## config.mk

```make
export PLATFORM = sky130hd
export DESIGN_NAME = dlm_front
export DESIGN_NICKNAME = d
export VERILOG_FILES = /design/src/rtl/dlm_pkg.sv /design/src/rtl/dlm_front.sv
export SDC_FILE = /design/constraint.sdc
export NUM_CORES = 1
export LEC_CHECK = 0
export BUFFER_PORTS_ARGS = -buffer_cell sky130_fd_sc_hd__buf_2
export CORE_ASPECT_RATIO = 1.75
export CORE_MARGIN = 1.5
export CORE_UTILIZATION = 43
export CTS_CLUSTER_DIAMETER = 200
export DETAILED_ROUTE_END_ITERATION = 8
export HOLD_SLACK_MARGIN = 0.15
export PLACE_DENSITY = 0.81
export SKIP_LAST_GASP = 1
export SLEW_MARGIN = 20
export SYNTH_ARGS = -nofsm -noshare
export SYNTH_HDL_FRONTEND = slang
export SYNTH_SLANG_ARGS = --single-unit
```

## constraint.sdc

```tcl
create_clock -name clk -period 4.3 [get_ports clk]
set_clock_uncertainty 0.15 [all_clocks]
set_input_delay 0.215 -clock clk [delete_from_list [all_inputs] [get_ports clk]]
set_output_delay 0.215 -clock clk [all_outputs]
set_load 0.05 [all_outputs]
```

## src/rtl/dlm_pkg.sv

```systemverilog
// Shared widths, codes and request types of the longest-match scanner.
`default_nettype none

package dlm_pkg;

    // Field widths.
    localparam int OP_W    = 2;
    localparam int STATE_W = 6;
    localparam int SYM_W   = 8;
    localparam int LABEL_W = 8;
    localparam int LEN_W   = 16;

    // Table geometry and length limit.
    localparam int STATE_CNT  = 1 << STATE_W;
    localparam int SYMBOL_CNT = 1 << SYM_W;
    localparam int unsigned LEN_MAX = 65535;

    // Parameter defaults.
    localparam int DEF_NUM_STATES = 64;
    localparam int DEF_NUM_LABELS = 256;
    localparam int unsigned DEF_MAX_TOKEN_LEN = 65535;

    // Queue between the front and the back.
    localparam int QUEUE_DEPTH = 4;
    localparam int QUEUE_AW    = 2;

    // Opcodes of an input request.
    localparam logic [OP_W-1:0] OP_WRITE_TRANS = 2'd0;
    localparam logic [OP_W-1:0] OP_WRITE_ATTR  = 2'd1;
    localparam logic [OP_W-1:0] OP_SCAN        = 2'd2;

    // Kind of a request that survives classification.
    typedef enum logic [1:0] {
        CMD_TRANS = 2'd0,
        CMD_ATTR  = 2'd1,
        CMD_SCAN  = 2'd2
    } cmd_kind_t;

    // A classified request as it travels through the queue.
    typedef struct packed {
        cmd_kind_t            kind;
        logic [STATE_W-1:0]   state_idx;
        logic [SYM_W-1:0]     sym;
        logic [STATE_W-1:0]   next;
        logic                 present;
        logic                 accept;
        logic [LABEL_W-1:0]   label;
        logic                 eot;
    } cmd_t;

    // Queue status seen by both sides.
    typedef struct packed {
        logic full;
        logic not_empty;
    } q_status_t;

    // One transition table entry.
    typedef struct packed {
        logic               present;
        logic [STATE_W-1:0] next;
    } tr_entry_t;

    // One state attribute entry.
    typedef struct packed {
        logic               accept;
        logic [LABEL_W-1:0] label;
    } attr_entry_t;

endpackage

`default_nettype wire

```

## src/rtl/dlm_front.sv

```systemverilog
// Front end: accepts input requests, drops the ones with no effect and classifies the rest.
`default_nettype none

module dlm_front #(
    parameter int NUM_STATES = dlm_pkg::DEF_NUM_STATES,
    parameter int NUM_LABELS = dlm_pkg::DEF_NUM_LABELS
) (
    input  wire logic                        clk,
    input  wire logic                        rst_n,
    input  wire logic                        in_valid,
    output logic                             in_stall,
    input  wire logic [dlm_pkg::OP_W-1:0]    opcode,
    input  wire logic [dlm_pkg::STATE_W-1:0] state_index,
    input  wire logic [dlm_pkg::SYM_W-1:0]   symbol,
    input  wire logic [dlm_pkg::STATE_W-1:0] next_state,
    input  wire logic                        has_transition,
    input  wire logic                        accepting,
    input  wire logic [dlm_pkg::LABEL_W-1:0] state_label,
    input  wire logic                        end_of_text,
    input  wire logic                        hold,
    input  wire dlm_pkg::q_status_t          q_status,
    output logic                             push,
    output dlm_pkg::cmd_t                    push_cmd
);

    import dlm_pkg::*;

    logic front_valid_reg, front_valid_next;
    cmd_t front_cmd_reg;
    cmd_t cls_cmd;
    logic keep;
    logic accept_req;
    logic state_ok;
    logic next_ok;

    // Range checks and label clamp.
    assign state_ok = int'(state_index) < NUM_STATES;
    assign next_ok  = int'(next_state) < NUM_STATES;

    always_comb
    begin
        cls_cmd.kind      = CMD_SCAN;
        cls_cmd.state_idx = state_index;
        cls_cmd.sym       = symbol;
        cls_cmd.next      = next_state;
        cls_cmd.present   = has_transition;
        cls_cmd.accept    = accepting;
        cls_cmd.label     = (int'(state_label) >= NUM_LABELS) ?
                            LABEL_W'(NUM_LABELS - 1) : state_label;
        cls_cmd.eot       = end_of_text;
        keep              = 1'b0;
        case (opcode)
            OP_WRITE_TRANS:
            begin
                cls_cmd.kind = CMD_TRANS;
                keep         = state_ok && next_ok;
            end
            OP_WRITE_ATTR:
            begin
                cls_cmd.kind = CMD_ATTR;
                keep         = state_ok;
            end
            OP_SCAN:
            begin
                cls_cmd.kind = CMD_SCAN;
                keep         = 1'b1;
            end
            default:
            begin
                keep = 1'b0;
            end
        endcase
    end

    // Handshake: the holding register drains into the queue when it has room.
    assign push       = front_valid_reg && !q_status.full;
    assign push_cmd   = front_cmd_reg;
    assign in_stall   = hold || (front_valid_reg && q_status.full);
    assign accept_req = in_valid && !in_stall;

    always_comb
    begin
        front_valid_next = front_valid_reg;
        if (accept_req)
        begin
            front_valid_next = keep;
        end
        else if (push)
        begin
            front_valid_next = 1'b0;
        end
    end

    always_ff @(posedge clk or negedge rst_n)
    begin
        if (!rst_n)
        begin
            front_valid_reg <= 1'b0;
        end
        else
        begin
            front_valid_reg <= front_valid_next;
        end
    end

    // Request payload.
    always_ff @(posedge clk)
    begin
        if (accept_req)
        begin
            front_cmd_reg <= cls_cmd;
        end
    end

endmodule

`default_nettype wire

```

# Yosys cells after proc, flatten, opt, wreduce, memory -nomap -nowiden
# Cells that the tools add are included.
totals:
  out_inout_bits: 35
  latchBits: 0
  ram_bits: 0
  n_memories: 0
  input_bits: 39
  elab_cells: 24
  rom_bits: 0
  ff_bits: 34
classes:
  n_mux: 4
  div_mod_pow: 0
  mul: 0
  n_shift: 0
  addsub: 0
  eq_ne: 2
  magnitude_cmp: 0
  n_reduce_logical: 9
  bitwise_logic: 0
op_table:
  columns: ["operator", "n"]
  rows:
  - ["case mux 2 bit (2 select lines)", 1]
  - ["logical AND 1 bit", 3]
  - ["2-to-1 mux 1 bit", 3]
  - ["OR reduction 3 bit", 1]
  - ["equality test 2 x 1 -> 1 bit (second input constant)", 1]
  - ["equality test 2 bit (second input constant)", 1]
  - ["logical NOT 1 bit", 2]
  - ["logical NOT 2 bit", 1]
  - ["nonzero test 2 bit", 1]
  - ["logical OR 1 bit", 1]

# Longest topological paths before layout
# Gate-level depths: netlist of run 1.
depth:
  ltp_word: 5
  ltp_mapped: 2
  ltp_nobuf: 2

# Worst setup path after synthesis of run 1
# Ideal clock, no wire load.
synth_path:
  path_type: "register to register"
  from: "reg front_valid_reg"
  to: "reg front_cmd_reg, in the netlist push_cmd[0] (enable)"
  path_slack_ns: 1.683
  n_path_buf: 0
  synth_period_minus_slack_ns: 2.617
  required_ns: 3.716
  arrival_time_ns: 2.033
  setup_time_ns: 0.434
  stages_incl_launch_ff: 2
  cell_sequence: "dfrtp_1 > a21oi_1"
synth_via:
  elab_chain_cells: 4
synth_lines:
  columns: ["element", "line_no", "text"]
  rows:
  - ["start, declared", "dlm_front.sv:28", "logic front_valid_reg, front_valid_next;"]
  - ["start signal, assigned", "dlm_front.sv:102", "front_valid_reg <= front_valid_next;"]
  - ["logical AND 1 bit", "dlm_front.sv:78", "assign in_stall = hold || (front_valid_reg && q_status.full);"]
  - ["logical OR 1 bit", "dlm_front.sv:78", null]
  - ["logical NOT 1 bit", "dlm_front.sv:79", "assign accept_req = in_valid && !in_stall;"]
  - ["logical AND 1 bit", "dlm_front.sv:79", null]
  - ["via accept_req", "dlm_front.sv:32", "logic accept_req;"]
  - ["end signal, assigned", "dlm_front.sv:111", "front_cmd_reg <= cls_cmd;"]
  - ["end, declared", "dlm_front.sv:29", "cmd_t front_cmd_reg;"]
# The timed path passes the listed nets, and every way through them passes these cells.
# A chain may end at the register's enable or synchronous reset.

# Worst setup path after layout of run 1
layout_path:
  from: "reg front_valid_reg"
  to: "reg front_cmd_reg, in the netlist push_cmd[7] (enable)"
# Same word-level chain as after synthesis.

==> impl_summary.txt, run 1 <==
----------------------------------------------------
[Status]
  Run status ... finished clean

[Worst setup path]
  Number of gates on the worst path with buffers counted ... 1
  Endpoint kind of the worst setup timing path ... flip-flop
  Category of the most critical setup path ... reg -> reg
  Worst r2r src ... front_valid_reg$_DFFE_PN0P_
  Worst stage delay on the critical path ... 0.81 ns
  Number of buffers and inverters on the critical path ... 0
  Data required time of the critical path ... 4.05 ns
  CP Launch Type ... flip-flop
  Worst endpoint data arrival time ... 1.54 ns
  Beginning of the critical path ... front_valid_reg$_DFFE_PN0P_
  Cell chain of the critical path ... a21oi_4
  Standard cell with the maximum stage delay on the critical path ... a21oi_4
  Maximum net fanout on the critical path ... 33
  Length in cells of the worst reg-to-reg path ... 1
  Crit path max-delay family ... compound AO/OA/AOI/OAI gates

[Clock network]
  Worst-path clk slew ... 0.06 ns
  CTS tree ... built
  Post-cts gate resize count ... 0
  Number of sinks on the clock net ... 34
  CTS H-tree lvls ... 2
  Library cell used as clock root buffer ... clkbuf_8
  CTS Buf Count ... 5
  Clock latency on the worst-skew pair ... 0.28 ns
  CTS max path bufs ... 2

[Placed design]
  Count of buffers from port buffering ... 72
  Half-perimeter wire length after detailed placement ... 1620 µm
  Final weighted congestion in routability-driven placement ... 0.716

[Routing]
  DRC marker count from the first detailed-route iteration ... 16
  Total wire length ... 3010 µm
  Drt drc ... 0
  Count of TritonRoute iterations in the first routing pass ... 4
  Detail-routed via count per cell ... 4.57
  Drt wl/cell ... 16.4 µm
  Count of nets left with antenna violations after detail routing ... 0
  Via count ... 837

[Floorplanning]
  Ports ... 74
  Vertical die dimension ... 69.3 µm
  Die area ... 2830 µm²
  Die width ... 40.9 µm
  Area of the core ... 2330 µm²
  Number of core rows ... 23
  Effective utilization at floorplan ... 46.3%

[Min path]
  Hold path start ... in_valid
  Worst Hold Path Cells ... 3
  Path type of the worst min-delay path ... in -> reg

[Timing]
  Final count of hold timing violations ... 0
  Final Setup Violations ... 0
  Final period utilization ... 41.5%
  Total Neg Setup Slack ... 0 ns
  Max Fclk ... 560 MHz
  Time the final worst path needs with I/O delays and setup ... 1.78 ns
  Relative slew margins ... 33.0%
  RSZ-0062 raised after global routing ... false
  Slew at the pin closest to its max-slew limit ... 1.00 ns
  Slew Viols, Final ... 0

[Layout]
  Number of flip-flops in the largest register ... 33
  Highest-count cells in the layout ignoring fill and taps ... buf_2, dlygate4sd3_1, edfxtp_1
  Layout Area Growth over Synthesis ... 78.0%
  Antenna cells ... 0
  Nets ... 196
  Fill count ... 123
  Fraction of final layout cells sized beyond drive strength 1 ... 51.9%
  Final core utilization ... 82.3%
  Most frequent standard cell in the layout excluding fill and tap cells ... buf_2

[Job]
  Maxcap violations ... 0

[GRT]
  Grt total ovfl ... 0
  Tot GR Track Use ... 23.6%
  Global-route wire length before repair ... 4190 µm
  Initial antenna violation count ... 0
  Pin count of the biggest net entering global routing ... 34
  Number of global-route vias before repair ... 912

[Power and ir drop]
  Leak ... 0.000827 µW
  Peak supply drop ... 0.331 mV
  Power density of the placed cells ... 380 nW/µm²
  Total Power Consumption ... 729 µW

[Synthesis]
  Net count of the mapped netlist ... 82
  Cell count after synthesis ... 43
  Synthesized area ... 1080 µm²
  Synth warnings ... 0
  Number of synthesized register bits ... 34
  Post-synthesis cell type count ... 10
  Sequential share of the synthesized area ... 94.2%
  Synthesized area per cell ... 25.1 µm²

----------------------------------------------------
## where the power goes
group	switching (µW)	internal [µW]	leakage, µW
clock network	109	111	0.0000426
logic	75.8	46.1	0.000464
registers	4.97	382	0.000321
total	190	539	0.000827
## cells in the mapped netlist
cell / count / area, µm²
nand2b_4: 1 / 13.8
a21oi_1: 1 / 5.00
nand2b_1: 1 / 6.26
clkbuf_1: 1 / 3.75
nor2b_1: 2 / 12.5
and2_4: 1 / 8.76
nand2_1: 1 / 3.75
dfrtp_1: 1 / 25.0
o21ai_2: 1 / 8.76
edfxtp_1: 33 / 991
## logic make-up (layout without fill, tap and decap cells)
logic type,count (synthesis),after routing,share of synthesized area (%)
AO/OA/AOI/OAI,2,2,1.28
buffers and inverters,1,116,0.348
flip-flops,34,34,94.2
AND/OR/NAND/NOR,6,6,4.18
## what timing repair did
item | 4_1_cts | 5_1_grt
setup buffers | 0 | 0
hold buffers | 36 | 0
endpoints found under the hold margin | 35 | 0
## per-stage QoR
step	cells	worst slack, ns	hold slack (ns)	instance area (µm²)
2_1_floorplan	43	1.68	-0.231	1080
3_3_place_gp	139	2.57	-0.160	1480
3_5_place_dp	139	2.51	-0.159	1480
4_1_cts	183	2.53	0.341	1920
5_1_grt	183	2.43	0.353	1920
6_report	183	2.52	0.339	1920
## final cells by class
class                   count  area [µm²]  area share (%)
clock inverters             2        8.76           0.456
repair buffers            108         721            37.5
flip-flops and latches     34        1020            52.9
well taps                  25        31.3            1.63
clock buffers               6        72.6            3.78
multi-input cells           8        70.1            3.65
## worst paths after layout
| check | end | slack, ns |
|---|---|---|
| worst min register to register | push_cmd[32]$_DFFE_PP_ | 0.77 |
| max in group asynchronous | front_valid_reg$_DFFE_PN0P_ | 3.25 |
| worst max register to register | push_cmd[7]$_DFFE_PP_ | 2.52 |
| min in group asynchronous | front_valid_reg$_DFFE_PN0P_ | 0.63 |
| worst min-delay path | push_cmd[32]$_DFFE_PP_ | 0.34 |
| worst max-delay path | push_cmd[7]$_DFFE_PP_ | 2.52 |
## metal layers
| layer | GRT usage [%] | share of wire, % | vias to the layer above |
|---|---|---|---|
| met5 | 0 | 0 | - |
| met4 | 13.7 | 2.7 | 0 |
| met3 | 8.65 | 6.7 | 8 |
| met2 | 38.4 | 58 | 46 |
| met1 | 23.1 | 33 | 392 |
| li1 | - | - | 391 |
Note: power is estimated with default switching activity, not from simulation.
==> run 2, diff against run 1 <==
--- a/config.mk
+++ b/config.mk
@@ -8,11 +8,11 @@
 export BUFFER_PORTS_ARGS = -buffer_cell sky130_fd_sc_hd__buf_2
 export CORE_ASPECT_RATIO = 1.75
 export CORE_MARGIN = 1.5
-export CORE_UTILIZATION = 43
+export CORE_UTILIZATION = 36
 export CTS_CLUSTER_DIAMETER = 200
 export DETAILED_ROUTE_END_ITERATION = 8
 export HOLD_SLACK_MARGIN = 0.15
-export PLACE_DENSITY = 0.81
+export PLACE_DENSITY = 0.72
 export SKIP_LAST_GASP = 1
 export SLEW_MARGIN = 20
 export SYNTH_ARGS = -nofsm -noshare
==> constraint.sdc (replaced) <==
create_clock -name clk -period 1.6 [get_ports clk]
set_clock_uncertainty 0.15 [all_clocks]
set_input_delay 0.08 -clock clk [delete_from_list [all_inputs] [get_ports clk]]
set_output_delay 0.08 -clock clk [all_outputs]
set_load 0.05 [all_outputs]
==> run 2 against run 1 <==
  * The flow now finishes with violations (design-rule violations)
  * Register-to-register slack lost 2.3 ns
  * Global-route usage is 6.7 points lower
  * Routed wire length shrank 13%
  * Highest routed layer unchanged
  * Design area grew 2.1%
  * Hold slack got worse by 0.077 ns
  * Die area rose by 18%
  * Largest cell class unchanged
  * First-iteration DRC count up 56%
  * Flip-flop and latch count stayed put
  * Clock-buffer cell count unchanged
  * Worst setup slack got worse by 2.4 ns
==> impl_summary.txt, run 2 (synthesis results as in run 1) <==
----------------------------------------------------
[Clock network]
  Clock latency on the worst-skew pair ... 0.28 ns
  CTS max path bufs ... 2
  Library cell used as clock root buffer ... clkbuf_8
  Number of sinks on the clock net ... 34
  CTS Buf Count ... 5
  CTS tree ... built
  Setup repair bufs after CTS ... 0
  Worst-path clk slew ... 0.07 ns
  CTS H-tree lvls ... 2

[Routing]
  Via count ... 816
  Total wire length ... 2630 µm
  DRC marker count from the first detailed-route iteration ... 25
  Count of nets left with antenna violations after detail routing ... 0
  Drt drc ... 6
  Count of TritonRoute iterations in the first routing pass ... 6
  Detail-routed via count per cell ... 4.29
  Drt wl/cell ... 13.8 µm

[Floorplanning]
  Area of the core ... 2900 µm²
  Number of core rows ... 26
  Die area ... 3350 µm²
  Ports ... 74
  Effective utilization at floorplan ... 37.3%
  Die width ... 44.4 µm
  Vertical die dimension ... 75.4 µm

[Worst setup path]
  Endpoint kind of the worst setup timing path ... flip-flop
  Crit path max-delay family ... buffers and inverters
  Cell chain of the critical path ... dlygate4sd3_1 -> buf_2 -> nand2b_4 -> dlygate4sd3_1 -> o21ai_2
  CP Launch Type ... input port
  Standard cell with the maximum stage delay on the critical path ... dlygate4sd3_1
  Number of buffers and inverters on the critical path ... 3
  Category of the most critical setup path ... in -> reg
  Maximum net fanout on the critical path ... 2
  Worst endpoint data arrival time ... 1.49 ns
  Most used cell, CP ... dlygate4sd3_1
  Data required time of the critical path ... 1.62 ns
  Worst stage delay on the critical path ... 0.59 ns

[Power and ir drop]
  Share of total power in the clock network ... 29.6%
  Switching pwr ... 487 µW
  Switching power share of the total ... 25.1%
  Leak ... 0.000846 µW
  Part of the power in registers ... 53.3%
  Total Power Consumption ... 1940 µW
  Peak supply drop ... 0.679 mV
  Power density of the placed cells ... 991 nW/µm²
  Internal power ... 1450 µW
  Combinational fraction of design power ... 17.1%

[Status]
  Run status ... finished, violations left
  Failing checks ... design-rule violations

[GRT]
  Grt total ovfl ... 0
  Initial antenna violation count ... 0
  Global-route wire length before repair ... 3800 µm
  Pin count of the biggest net entering global routing ... 22
  Number of global-route vias before repair ... 871
  Tot GR Track Use ... 16.9%

[Layout]
  Final core utilization ... 67.7%
  Most frequent standard cell in the layout excluding fill and tap cells ... buf_2
  Layout Area Growth over Synthesis ... 81.7%
  Fraction of final layout cells sized beyond drive strength 1 ... 52.5%
  Highest-count cells in the layout ignoring fill and taps ... buf_2, dlygate4sd3_1, edfxtp_1
  Antenna cells ... 0
  Fill count ... 185
  Nets ... 200
  Number of flip-flops in the largest register ... 33

[Placed design]
  Pre-CTS setup slack ... 0.255 ns
  Final weighted congestion in routability-driven placement ... 0.664
  Count of buffers from port buffering ... 72

[Timing]
  Slew at the pin closest to its max-slew limit ... 0.275 ns
  Final Setup Violations ... 0
  Time the final worst path needs with I/O delays and setup ... 1.47 ns
  Hold_ws ... 0.262 ns
  Slew Viols, Final ... 0
  RSZ-0062 raised after global routing ... false
  Final count of hold timing violations ... 0
  Final worst-path setup slack ... 0.129 ns
  Max Fclk ... 680 MHz
  Total Neg Setup Slack ... 0 ns
  Relative slew margins ... 81.7%
  Final period utilization ... 92.0%

[Min path]
  Path type of the worst min-delay path ... in -> reg

[Job]
  Maxcap violations ... 0

----------------------------------------------------
-- run 2: worst register-to-register path, delay by kind of cell, from the launching register on --
family,cells,cell delay (ns)
flip-flops,1,0.42
buffers and inverters,1,0.29
AO/OA/AOI/OAI,1,0.16
-- run 2: timing repair --
action	4_1_cts	5_1_grt
hold endpoints to repair	35	0
hold buffers	38	0
resized for setup	0	0
-- run 2: worst paths after layout --
check	cells after the start	to	slack, ns	startpoint
min	4	push_cmd[7]$_DFFE_PP_	0.26	hold
min reg2reg	2	front_valid_reg$_DFFE_PN0P_	0.47	front_valid_reg$_DFFE_PN0P_
max reg2reg	2	push_cmd[21]$_DFFE_PP_	0.24	front_valid_reg$_DFFE_PN0P_
max	5	front_valid_reg$_DFFE_PN0P_	0.13	in_valid
max in group asynchronous	3	front_valid_reg$_DFFE_PN0P_	0.71	rst_n
min in group asynchronous	3	front_valid_reg$_DFFE_PN0P_	0.48	rst_n
-- run 2: layout make-up --
cell class                      instances  area (µm²)  area share, %
Sequential cell                        34        1020           51.9
Timing Repair Buffer                  112         756           38.6
Clock buffer                            6        72.6           3.70
Multi-Input combinational cell          8        70.1           3.58
Tap cell                               28        35.0           1.79
Clock inverter                          2        10.0          0.511
-- run 2: stage by stage --
stage	instances	area, µm²
after detailed placement	144	1500
final	190	1960
after floorplan	43	1090
after global routing	190	1960
after global placement	144	1500
after CTS	190	1960
-- run 2: power groups by stage --
stage	combinational (µW)	clock [µW]	sequential (µW)
after global placement	251	0	1050
final	332	575	1040
after global routing	347	639	1040
after floorplan	40.3	0	1180
after CTS	328	595	1040
after detailed placement	257	0	1060
-- run 2: layer usage --
layer / up-vias / global-route usage (%) / wire length (µm)
li1: 400 / - / -
met1: 361 / 14.1 / 848
met2: 49 / 32.4 / 1510
met3: 6 / 7.35 / 210
met4: 0 / 8.08 / 54
met5: - / 0 / 0
