--- src/rtl/dlm_pkg.sv ---
// Shared widths, codes and request types of the longest-match scanner.
`default_nettype none

package dlm_pkg;

    // Field widths.
    localparam int OP_W    = 2;
    localparam int STATE_W = 6;
    localparam int SYM_W   = 8;
    localparam int LABEL_W = 8;
    localparam int LEN_W   = 16;

    // Table geometry and length limit.
    localparam int STATE_CNT  = 1 << STATE_W;
    localparam int SYMBOL_CNT = 1 << SYM_W;
    localparam int unsigned LEN_MAX = 65535;

    // Parameter defaults.
    localparam int DEF_NUM_STATES = 64;
    localparam int DEF_NUM_LABELS = 256;
    localparam int unsigned DEF_MAX_TOKEN_LEN = 65535;

    // Queue between the front and the back.
    localparam int QUEUE_DEPTH = 4;
    localparam int QUEUE_AW    = 2;

    // Opcodes of an input request.
    localparam logic [OP_W-1:0] OP_WRITE_TRANS = 2'd0;
    localparam logic [OP_W-1:0] OP_WRITE_ATTR  = 2'd1;
    localparam logic [OP_W-1:0] OP_SCAN        = 2'd2;

    // Kind of a request that survives classification.
    typedef enum logic [1:0] {
        CMD_TRANS = 2'd0,
        CMD_ATTR  = 2'd1,
        CMD_SCAN  = 2'd2
    } cmd_kind_t;

    // A classified request as it travels through the queue.
    typedef struct packed {
        cmd_kind_t            kind;
        logic [STATE_W-1:0]   state_idx;
        logic [SYM_W-1:0]     sym;
        logic [STATE_W-1:0]   next;
        logic                 present;
        logic                 accept;
        logic [LABEL_W-1:0]   label;
        logic                 eot;
    } cmd_t;

    // Queue status seen by both sides.
    typedef struct packed {
        logic full;
        logic not_empty;
    } q_status_t;

    // One transition table entry.
    typedef struct packed {
        logic               present;
        logic [STATE_W-1:0] next;
    } tr_entry_t;

    // One state attribute entry.
    typedef struct packed {
        logic               accept;
        logic [LABEL_W-1:0] label;
    } attr_entry_t;

endpackage

`default_nettype wire

--- src/rtl/dlm_queue.sv ---
// Short request queue between the front end and the back end.
`default_nettype none

module dlm_queue (
    input  wire logic               clk,
    input  wire logic               rst_n,
    input  wire logic               push,
    input  wire dlm_pkg::cmd_t      push_cmd,
    input  wire logic               pop,
    output dlm_pkg::q_status_t      status,
    output dlm_pkg::cmd_t           head_cmd
);

    import dlm_pkg::*;

    cmd_t                entry_reg [QUEUE_DEPTH];
    logic [QUEUE_AW-1:0] wr_ptr_reg, wr_ptr_next;
    logic [QUEUE_AW-1:0] rd_ptr_reg, rd_ptr_next;
    logic [QUEUE_AW:0]   count_reg, count_next;

    assign status.full      = count_reg == (QUEUE_AW + 1)'(QUEUE_DEPTH);
    assign status.not_empty = count_reg != '0;
    assign head_cmd         = entry_reg[rd_ptr_reg];

    // Pointer and fill count update.
    always_comb
    begin
        wr_ptr_next = push ? wr_ptr_reg + 1'b1 : wr_ptr_reg;
        rd_ptr_next = pop ? rd_ptr_reg + 1'b1 : rd_ptr_reg;
        case ({push, pop})
            2'b10:   count_next = count_reg + 1'b1;
            2'b01:   count_next = count_reg - 1'b1;
            default: count_next = count_reg;
        endcase
    end

    always_ff @(posedge clk or negedge rst_n)
    begin
        if (!rst_n)
        begin
            wr_ptr_reg <= '0;
            rd_ptr_reg <= '0;
            count_reg  <= '0;
        end
        else
        begin
            wr_ptr_reg <= wr_ptr_next;
            rd_ptr_reg <= rd_ptr_next;
            count_reg  <= count_next;
        end
    end

    // Entry storage.
    always_ff @(posedge clk)
    begin
        if (push)
        begin
            entry_reg[wr_ptr_reg] <= push_cmd;
        end
    end

endmodule

`default_nettype wire

--- config.mk ---
export PLATFORM = sky130hd
export DESIGN_NAME = dlm_queue
export DESIGN_NICKNAME = d
export VERILOG_FILES = /design/src/rtl/dlm_pkg.sv /design/src/rtl/dlm_queue.sv
export SDC_FILE = /design/constraint.sdc
export NUM_CORES = 1
export LEC_CHECK = 0
export ABC_AREA = 1
export BUFFER_PORTS_ARGS = -buffer_cell sky130_fd_sc_hd__buf_2
export CORE_UTILIZATION = 50
export CTS_CLUSTER_SIZE = 40
export DETAILED_ROUTE_END_ITERATION = 12
export PLACE_DENSITY = 0.7
export SETUP_SLACK_MARGIN = 0.05
export SLEW_MARGIN = 20
export SYNTH_ARGS = -nofsm -noshare
export SYNTH_HDL_FRONTEND = slang
export SYNTH_SLANG_ARGS = --single-unit
--- constraint.sdc ---
create_clock -name clk -period 2.2 [get_ports clk]
set_clock_uncertainty 0.05 [all_clocks]
set_input_delay 0.22 -clock clk [delete_from_list [all_inputs] [get_ports clk]]
set_output_delay 0.22 -clock clk [all_outputs]
set_load 0.02 [all_outputs]
-- Word level (Yosys, flattened, before mapping)
Memory sizes are Yosys's and may differ from the RTL's.
Cells that the tools add are included.
- memory bits (writable): 132
- logic and storage cells: 16
- bits in registers: 7
- bits of input ports: 37
- memories: 1
- output and inout port bits: 35
- memories (name ; words ; bits a word ; read ports ; clocked after memory_dff ; wr ports ; line ; source):
    entry_reg ; 4 ; 33 ; 1 ; 0 ; 1 ; dlm_queue.sv:16 ; cmd_t entry_reg [QUEUE_DEPTH];
- reductions and logical operators: 2
- add/subtract/negate cells: 4
- eq/ne operators: 3
- muxes and demuxes: 3
- operator list (kind ; count):
    one-hot mux 3 bit (2 select lines) ; 1
    adder 2 x 1 -> 2 bit, second input constant ; 2
    adder 3 x 1 -> 3 bit, second input constant ; 1
    equality test 3 bit, second input constant ; 1
    nonzero test 3 bit ; 1
    subtractor 3 x 1 -> 3 bit, second input constant ; 1
    equality test 2 x 1 -> 1 bit, second input constant ; 1
    equality test 2 bit, second input constant ; 1
    2-to-1 mux 1 bit ; 2
    nonzero test 2 bit ; 1

-- Logic depth before layout (Yosys ltp)
Gate-level depths: netlist of the first run.
- word-level depth: 2
- mapped depth: 10
- mapped depth without buffers: 9

-- Worst setup path before layout of the first run
Ideal clock, no wire load.
- path type: register to register
- start point: register wr_ptr_reg[0]
- end point: memory entry_reg[0][0] (netlist name), enable pin
- cell stages (with the launch flop): 5
- path buffers: 0
- required time: 1762 ps
- clock period less this slack: 1764 ps
- path slack: 436 ps
- data arrival time: 1326 ps
- path through: dfrtp_1 inv_1 ha_1 nand2_1 inv_1
- RTL lines (what ; line ; source):
    from (decl) ; dlm_queue.sv:17 ; logic [QUEUE_AW-1:0] wr_ptr_reg, wr_ptr_next;
    from (signal assigned) ; dlm_queue.sv:47 ; wr_ptr_reg <= wr_ptr_next;
    to (decl) ; dlm_queue.sv:16 ;
No word-level cell before the write port.

==> results of run 1 <==
final timing paths:
kind                                      startpoint                          to
setup / recovery           rd_ptr_reg[0]$_DFFE_PN0P_                head_cmd[17]
hold / removal                                  push   wr_ptr_reg[0]$_DFFE_PN0P_
setup reg to reg           wr_ptr_reg[0]$_DFFE_PN0P_  entry_reg[2][19]$_DFFE_PP_
hold reg to reg             count_reg[2]$_DFFE_PN0P_    count_reg[2]$_DFFE_PN0P_
max in group asynchronous                      rst_n   rd_ptr_reg[0]$_DFFE_PN0P_
min in group asynchronous                      rst_n   wr_ptr_reg[1]$_DFFE_PN0P_
cell families (layout without fill, tap and decap cells):
kind of cell / Yosys count / in the layout / share of synthesized area
XOR/XNOR: 4 / 4 / 0.005961
buffers and inverters: 103 / 230 / 0.08365
flip-flops: 139 / 139 / 0.7041
adder cells (fa/ha/maj): 6 / 6 / 0.01405
AND/OR/NAND/NOR: 114 / 114 / 0.07812
AO/OA/AOI/OAI: 68 / 68 / 0.1141
worst register-to-register path: stages, from the launching register on:
cell	delay [ns]
dfrtp_1	0.42
inv_1	0.10
ha_1	0.15
nand2_1	0.04
inv_1	0.27
buf_12	0.27
repair_timing:
action	in CTS	in global routing
endpoints found under the setup margin	3	6
buffers inserted	1	0
gates resized for setup	0	1
endpoints found under the hold margin	140	0
gates cloned	0	0
hold buffers	35	0
power by group through the flow:
stage / combinational (uW) / clock [uW] / sequential, uW
6_report: 3640 / 2610 / 3720
3_5_place_dp: 3560 / 0 / 3810
3_3_place_gp: 3490 / 0 / 3780
5_1_grt: 4000 / 2760 / 3770
2_1_floorplan: 2750 / 0 / 3660
4_1_cts: 3700 / 2650 / 3720
stage by stage:
stage | util | hold slack, ns | setup WS [ns]
after global routing | 0.6375 | 0.06081 | 0.06923
after global placement | 0.5580 | 0.01626 | 0.5257
after detailed placement | 0.5580 | 0.01702 | 0.4832
after floorplan | - | -0.1256 | 0.4362
final | 0.6375 | 0.03440 | 0.1871
after CTS | 0.6372 | 0.02488 | 0.1107
cell type report:
type / count / area [um2]
Clock buffer: 21 / 440.4
Clock inverter: 11 / 102.6
Fill cell: 867 / 4139
Inverter: 80 / 301.5
Multi-Input combinational cell: 192 / 1247
Sequential cell: 139 / 4143
Tap cell: 143 / 178.9
Timing Repair Buffer: 118 / 865.8
cells in the final DEF, fill, tap and decap left out, types with 6 or more instances in the layout:
master,netlist,routed
dfrtp_1,7,6
o211ai_2,33,33
nand2_2,10,10
dlygate4sd3_1,0,35
o211ai_1,33,33
nand2_1,100,100
edfxtp_1,132,132
inv_1,79,79
buf_2,11,71
clkbuf_16,0,17
metal layers:
layer  wire, um  up-vias
met5          0        -
met4        176        0
met3        461       18
met2       5379       77
met1       4573     1636
li1           -     1726
==> results.json, run 1 <==
{
  "setup_viol_count_final": 0,
  "hp-class": "input port to flip-flop",
  "finalCritPeriodShare": 0.9150,
  "p_seq_frac": 0.373,
  "drc": 0,
  "grt_start_max_net_pins": 61,
  "place.gp.congestion": 0.7080,
  "root_buffer": "clkbuf_16",
  "syn2layout_area_growth_pct": 23.84,
  "grt_util_met1": 0.2396,
  "viasPerCell": 4.911,
  "cts_tree": "done",
  "p_comb_frac": 0.365,
  "wl_um": 10590,
  "instances_no_fill": 704,
  "synthTopCellsByCount": "edfxtp_1 (132), nand2_1 (100), inv_1 (79), o211ai_1 (33), o211ai_2 (33)",
  "die_y_um": 110.4,
  "grt_overflow_total": 0,
  "vdd_drop_max_v": 0.0008416,
  "die_w_um": 110.4,
  "crit_arrival_ns": 1.74,
  "leakage_uw": 0.003030,
  "crit_top_cell": "nand2_1",
  "top_usage_layer": "met2",
  "drv_slew": 0,
  "io_pins": 72,
  "use_met2": 0.3130,
  "synth_edf_count": 132,
  "synth_ff_type": "edfxtp_1",
  "critPathBufInv": 2,
  "maxCapViolations": 0,
  "worstRegToRegCells": 5,
  "p_total_uw": 9970,
  "first_iter_violations": 269,
  "synth_fp_nets": 477,
  "wl_per_cell_um": 15.04,
  "ys_ff_latch": 139,
  "placed_cells": 636,
  "vias": 3457,
  "drt_pre_antenna_iters": 4,
  "postRouteAntennaNets": 0,
  "max_stage_delay_ns": 0.56,
  "holdPathStages": 2,
  "die_area_mm2": 0.01219,
  "yosys.cell_types.count": 20,
  "largest_register_ff_count": 132,
  "fmaxAchievable_mhz": 496.8,
  "powerDensity_mw_per_mm2": 1370,
  "ys_seq_area_frac": 0.7041,
  "crit_type": "flip-flop to primary output",
  "drive_gt1_frac": 0.2692,
  "grt_use_met3": 0.04061,
  "fin_area_mm2": 0.007279,
  "worst_pin_slew_ns": 0.3672,
  "htreeDepth": 4,
  "diodes": 0,
  "avgSynthCellArea_um2": 13.54,
  "cp.depth": 5,
  "grt_pass1_wl_um": 17610,
  "setup-tns-final_ns": 0,
  "synth_area_mm2": 0.005878,
  "netlist.area_leader.share": 0.6743,
  "first_global_vias": 3529,
  "insertion_delay_ns": 0.41,
  "dp.final_hpwl_um": 6351,
  "path_cells": "buf_12 > nand2_1 > o211ai_1 > nand2_1 > buf_2",
  "cp_max_fo": 60,
  "start_kind": "flip-flop",
  "clockBufferDepth": 2,
  "port_buffers": 71,
  "clkSinkCount": 139,
  "track_usage": 0.1902,
  "synth_cells": 434,
  "clk_pin_slew_worst_paths_ns": 0.06,
  "clkPwrFrac": 0.262,
  "fin_nets": 591,
  "internal-power_uw": 6376,
  "switching_share": 0.3605,
  "cp.required_ns": 1.93,
  "core_area_mm2": 0.01142,
  "final_period_minus_worst_setup_slack_ns": 2.013,
  "yosysWarnings": 0,
  "hold_viol_final": 0,
  "placedInstanceArea_mm2": 0.006371,
  "antenna_found_initial": 0,
  "max-slew-margin-rel": 0.7552,
  "netSwitchingPower_uw": 3594,
  "async_reset_ff_frac": 0.05036,
  "cts_made_buffers": 17,
  "synth_area_leader_cell": "edfxtp_1",
  "r2r_setup_slack_ns": 0.57,
  "run_status": "finished clean",
  "rsz0062_at_grt": "false",
  "synth_most_common_cell": "edfxtp_1",
  "end_kind": "primary output",
  "start_util": 0.5148,
  "cp_top_family": "flip-flops",
  "fp-row-count": 39,
  "ys_top_cells_by_area": "edfxtp_1 (67%), o211ai_2 (7.0%), nand2_1 (6.4%), inv_1 (5.0%), o211ai_1 (4.2%)",
  "worst_path_max_delay_cell": "dfrtp_4"
}
Note: power is estimated with default switching activity, not from simulation.
==> run 2: changes to the inputs <==
--- a/config.mk
+++ b/config.mk
@@ -11,6 +11,7 @@
 export CTS_CLUSTER_SIZE = 40
 export DETAILED_ROUTE_END_ITERATION = 12
 export PLACE_DENSITY = 0.7
+export RECOVER_POWER = 100
 export SETUP_SLACK_MARGIN = 0.05
 export SLEW_MARGIN = 20
 export SYNTH_ARGS = -nofsm -noshare
==> results.json, run 2 (synthesis results as in run 1) <==
{
  "track_usage": 0.1902,
  "maxCapViolations": 0,
  "powerDensity_mw_per_mm2": 1375,
  "start_kind": "flip-flop",
  "cp_max_fo": 18,
  "setup-tns-final_ns": 0,
  "root_buffer": "clkbuf_16",
  "clk_pin_slew_worst_paths_ns": 0.06,
  "grt_overflow_total": 0,
  "cp.required_ns": 1.93,
  "antenna_found_initial": 0,
  "placed_cells": 636,
  "hold_viol_final": 0,
  "finalCritPeriodShare": 0.9413,
  "grt_pass1_wl_um": 17610,
  "drt_pre_antenna_iters": 4,
  "start_util": 0.5148,
  "multi_input_area_mm2": 0.001217,
  "first_global_vias": 3529,
  "nFillCells": 908,
  "layout_commonest_cell": "edfxtp_1",
  "final_period_minus_worst_setup_slack_ns": 2.071,
  "drv_slew": 0,
  "place.gp.congestion": 0.7080,
  "largest_register_ff_count": 132,
  "grt_use_met3": 0.04061,
  "end_kind": "primary output",
  "wl_um": 10580,
  "fin_nets": 591,
  "fp-row-count": 39,
  "grt_util_met1": 0.2396,
  "clockBufferDepth": 2,
  "crit_arrival_ns": 1.80,
  "postRouteAntennaNets": 0,
  "hp-class": "input port to flip-flop",
  "leakage_uw": 0.002852,
  "vdd_drop_max_v": 0.0008021,
  "diodes": 0,
  "top_usage_layer": "met2",
  "instances_no_fill": 704,
  "drc": 0,
  "run_status": "finished clean",
  "die_w_um": 110.4,
  "timing.hold.ws_ns": 0.03425,
  "viasPerCell": 4.926,
  "cts_made_buffers": 17,
  "max-slew-margin-rel": 0.3343,
  "seq_area_mm2": 0.004143,
  "port_buffers": 71,
  "final_util": 0.6244,
  "die_y_um": 110.4,
  "dp.final_hpwl_um": 6351,
  "wl_per_cell_um": 15.03,
  "io_pins": 72,
  "use_met2": 0.3130,
  "die_area_mm2": 0.01219,
  "core_area_mm2": 0.01142,
  "grt_start_max_net_pins": 61,
  "vias": 3468,
  "cts_tree": "done",
  "drive_gt1_frac": 0.1640,
  "htreeDepth": 4,
  "insertion_delay_ns": 0.41,
  "setup_viol_count_final": 0,
  "syn2layout_area_growth_pct": 21.29,
  "first_iter_violations": 209,
  "layout_common_cells": "edfxtp_1 (132), nand2_1 (100), inv_1 (79)",
  "rsz0062_at_grt": "false",
  "worst_pin_slew_ns": 0.9985,
  "fmaxAchievable_mhz": 482.9,
  "clkSinkCount": 139,
  "crit_type": "flip-flop to primary output"
}
-- run 2: cell count changes in the layout (fill, tap and decap cells not counted), sizes merged --
cell and change:
buf -67, clkbuf +67
-- run 2: worst max-delay path: stages, from the launching register on --
cell and delay (ns):
dfrtp_1 0.49, clkinv_2 0.08, clkbuf_4 0.33, o211ai_2 0.14, nand2_1 0.11, clkbuf_1 0.24
-- run 2: through the flow --
stage | total power (uW) | worst slack [ns] | cell area (um2)
global route | 10360 | 0.04880 | 7129
CTS | 10060 | 0.1107 | 7276
floorplan | 6403 | 0.4362 | 5878
detailed placement | 7368 | 0.4832 | 6371
finish | 9804 | 0.1291 | 7129
global placement | 7275 | 0.5257 | 6371
-- run 2: per-layer routing --
| metal | vias up | routed length (um) |
|---|---|---|
| met5 | - | 0 |
| met3 | 19 | 456 |
| met2 | 79 | 5378 |
| li1 | 1721 | - |
| met4 | 0 | 195 |
| met1 | 1649 | 4551 |
-- run 2: path summary, 6_finish.rpt --
kind	endpoint	start	depth (start not counted)	slack [ns]
hold / removal	wr_ptr_reg[0]$_DFFE_PN0P_	push	2	0.03
min in group asynchronous	wr_ptr_reg[1]$_DFFE_PN0P_	rst_n	2	0.19
hold reg to reg	count_reg[2]$_DFFE_PN0P_	count_reg[2]$_DFFE_PN0P_	2	0.43
setup reg to reg	entry_reg[1][9]$_DFFE_PP_	wr_ptr_reg[1]$_DFFE_PN0P_	5	0.22
setup / recovery	head_cmd[10]	rd_ptr_reg[1]$_DFFE_PN0P_	5	0.13
max in group asynchronous	rd_ptr_reg[0]$_DFFE_PN0P_	rst_n	2	1.58
-- run 2: final cells by class --
class,count,share of cell area
sequential,139,0.5811
multi-input combinational,192,0.1708
timing repair buffer,118,0.1046
clock buffer,21,0.06178
inverter,80,0.04230
tap,143,0.02510
clock inverter,11,0.01439
-- run 2: power breakdown --
group          switching [uW]  internal (uW)  leakage, uW
logic                    2370           1100      0.00129
registers                 230           3490      0.00129
clock network             978           1640     0.000266
total                    3570           6230      0.00285
-- run 2: timing repair --
| action | CTS | global route |
|---|---|---|
| buffers inserted | 1 | 0 |
| setup endpoints to repair | 3 | 6 |
| hold buffers | 35 | 0 |
| resized for setup | 0 | 1 |
| cloned | 0 | 0 |
| hold endpoints to repair | 140 | 0 |
==> run 3: changes to the inputs <==
--- a/config.mk
+++ b/config.mk
@@ -10,7 +10,7 @@
 export CORE_UTILIZATION = 50
 export CTS_CLUSTER_SIZE = 40
 export DETAILED_ROUTE_END_ITERATION = 12
-export PLACE_DENSITY = 0.7
+export PLACE_DENSITY = 0.73
 export RECOVER_POWER = 100
 export SETUP_SLACK_MARGIN = 0.05
 export SLEW_MARGIN = 20
==> constraint.sdc (replaced) <==
create_clock -name clk -period 1.88 [get_ports clk]
set_clock_uncertainty 0.05 [all_clocks]
set_input_delay 0.188 -clock clk [delete_from_list [all_inputs] [get_ports clk]]
set_output_delay 0.188 -clock clk [all_outputs]
set_load 0.02 [all_outputs]
==> results.json, run 3 (synthesis results as in run 1) <==
{
  "layout_common_cells": "edfxtp_1 (132), nand2_1 (92), inv_1 (75)",
  "nFillCells": 807,
  "rsz0062_at_grt": "true",
  "die_w_um": 110.4,
  "r2r_setup_slack_ns": 0.24,
  "syn2layout_area_growth_pct": 30.86,
  "r2r-start": "wr_ptr_reg[0]$_DFFE_PN0P_",
  "final_period_minus_worst_setup_slack_ns": 1.994,
  "path_cells": "buf_12 > buf_16 > o211ai_1 > nand2_1 > buf_6",
  "cp.required_ns": 1.64,
  "setup_slack_ns": -0.1135,
  "die_y_um": 110.4,
  "setup_viol_count_final": 17,
  "postRouteAntennaNets": 0,
  "antenna_found_initial": 0,
  "wl_um": 12370,
  "violations": "negative setup slack",
  "worst_path_max_delay_cell": "dfrtp_4",
  "die_area_mm2": 0.01219,
  "instances_no_fill": 713,
  "crit_type": "flip-flop to primary output",
  "insertion_delay_ns": 0.40,
  "vdd_drop_max_v": 0.0009347,
  "first_iter_violations": 224,
  "fp-row-count": 39,
  "clk_pin_slew_worst_paths_ns": 0.05,
  "fin_nets": 602,
  "placed_cells": 639,
  "clockBufferDepth": 2,
  "port_buffers": 71,
  "dp.final_hpwl_um": 6641,
  "drc": 0,
  "wl_per_cell_um": 17.35,
  "hp-class": "input port to flip-flop",
  "drt_pre_antenna_iters": 4,
  "grt_start_max_net_pins": 63,
  "fin_area_mm2": 0.007692,
  "rr_endpoint": "entry_reg[0][29]$_DFFE_PP_",
  "drv_slew": 0,
  "cp_max_fo": 6,
  "track_usage": 0.2087,
  "largest_register_ff_count": 132,
  "max-slew-margin-rel": 0.6928,
  "timing.hold.ws_ns": 0.01657,
  "hold_path_end": "wr_ptr_reg[0]$_DFFE_PN0P_",
  "placedInstanceArea_mm2": 0.006394,
  "hp-start": "push",
  "hold_viol_final": 0,
  "layout_commonest_cell": "edfxtp_1",
  "finalCritPeriodShare": 1.060,
  "final_util": 0.6737,
  "grt_pass1_wl_um": 19410,
  "worst_pin_slew_ns": 0.4608,
  "first_global_vias": 3906,
  "root_buffer": "clkbuf_16",
  "powerDensity_mw_per_mm2": 1708,
  "htreeDepth": 4,
  "diodes": 0,
  "max_stage_delay_ns": 0.56,
  "clkSinkCount": 139,
  "run_status": "complete, but fails checks",
  "cts_tree": "done",
  "start_util": 0.5148,
  "core_area_mm2": 0.01142,
  "holdPathStages": 2,
  "leakage_uw": 0.003089,
  "cts_made_buffers": 17,
  "viasPerCell": 5.140,
  "grt_overflow_total": 0,
  "crit_arrival_ns": 1.76,
  "vias": 3665,
  "io_pins": 72,
  "worstRegToRegCells": 5,
  "fmaxAchievable_mhz": 501.6,
  "end_kind": "primary output",
  "maxCapViolations": 0,
  "drive_gt1_frac": 0.2386,
  "place.gp.congestion": 0.7143,
  "start_kind": "flip-flop"
}
[run 3: area by class of cell]
cell class | count | area (um2) | share of cell area
well taps | 143 | 178.9 | 0.02326
inverters | 80 | 305.3 | 0.03969
clock buffers | 19 | 432.9 | 0.05628
multi-input cells | 192 | 1286 | 0.1672
flip-flops and latches | 139 | 4143 | 0.5385
clock inverters | 11 | 105.1 | 0.01366
repair buffers | 129 | 1241 | 0.1614
[run 3: worst max-delay path by stage]
stage                              start                    endpoint  cells past startpoint
3_3_place_gp   wr_ptr_reg[0]$_DFFE_PN0P_  entry_reg[0][29]$_DFFE_PP_                      5
3_5_place_dp   wr_ptr_reg[0]$_DFFE_PN0P_  entry_reg[0][29]$_DFFE_PP_                      5
2_1_floorplan  wr_ptr_reg[0]$_DFFE_PN0P_   entry_reg[0][0]$_DFFE_PP_                      4
4_1_cts        rd_ptr_reg[0]$_DFFE_PN0P_                head_cmd[14]                      5
6_report       rd_ptr_reg[0]$_DFFE_PN0P_                 head_cmd[9]                      5
5_1_grt        rd_ptr_reg[0]$_DFFE_PN0P_                 head_cmd[9]                      5
[run 3: critical path, delay by kind of cell (launching register included)]
| kind | cells | cell delay [ns] |
|---|---|---|
| flip-flops | 1 | 0.56 |
| buffers and inverters | 3 | 0.47 |
| AO/OA/AOI/OAI | 1 | 0.21 |
| AND/OR/NAND/NOR | 1 | 0.10 |
[run 3: metal layers]
metal	routed length (um)	global-route usage
met3	607	0.04665
met1	5076	0.2552
met5	0	0
met4	314	0.09511
met2	6373	0.3536
[run 3: timing repair]
action                     CTS  global route
hold endpoints to repair   140             0
hold buffers                35             0
pin swaps                   16            19
setup endpoints to repair   33            59
setup buffers                1             0
cloned                       5             3
gates resized for setup     48            27
[run 3: power by group]
part / internal [uW] / total (uW) / switching [uW]
Sequential: 4080 / 4320 / 243
Combinational: 2480 / 5760 / 3280
Clock: 1910 / 3070 / 1160
[run 3: through the flow]
step                      total power, uW  setup TNS (ns)  setup slack, ns
final                               13140         -0.7069          -0.1135
after global routing                13760          -1.874          -0.1777
after CTS                           12730         -0.3487         -0.03673
after global placement               8531               0           0.1507
after detailed placement             8666               0           0.1247
after floorplan                      7493               0           0.1162
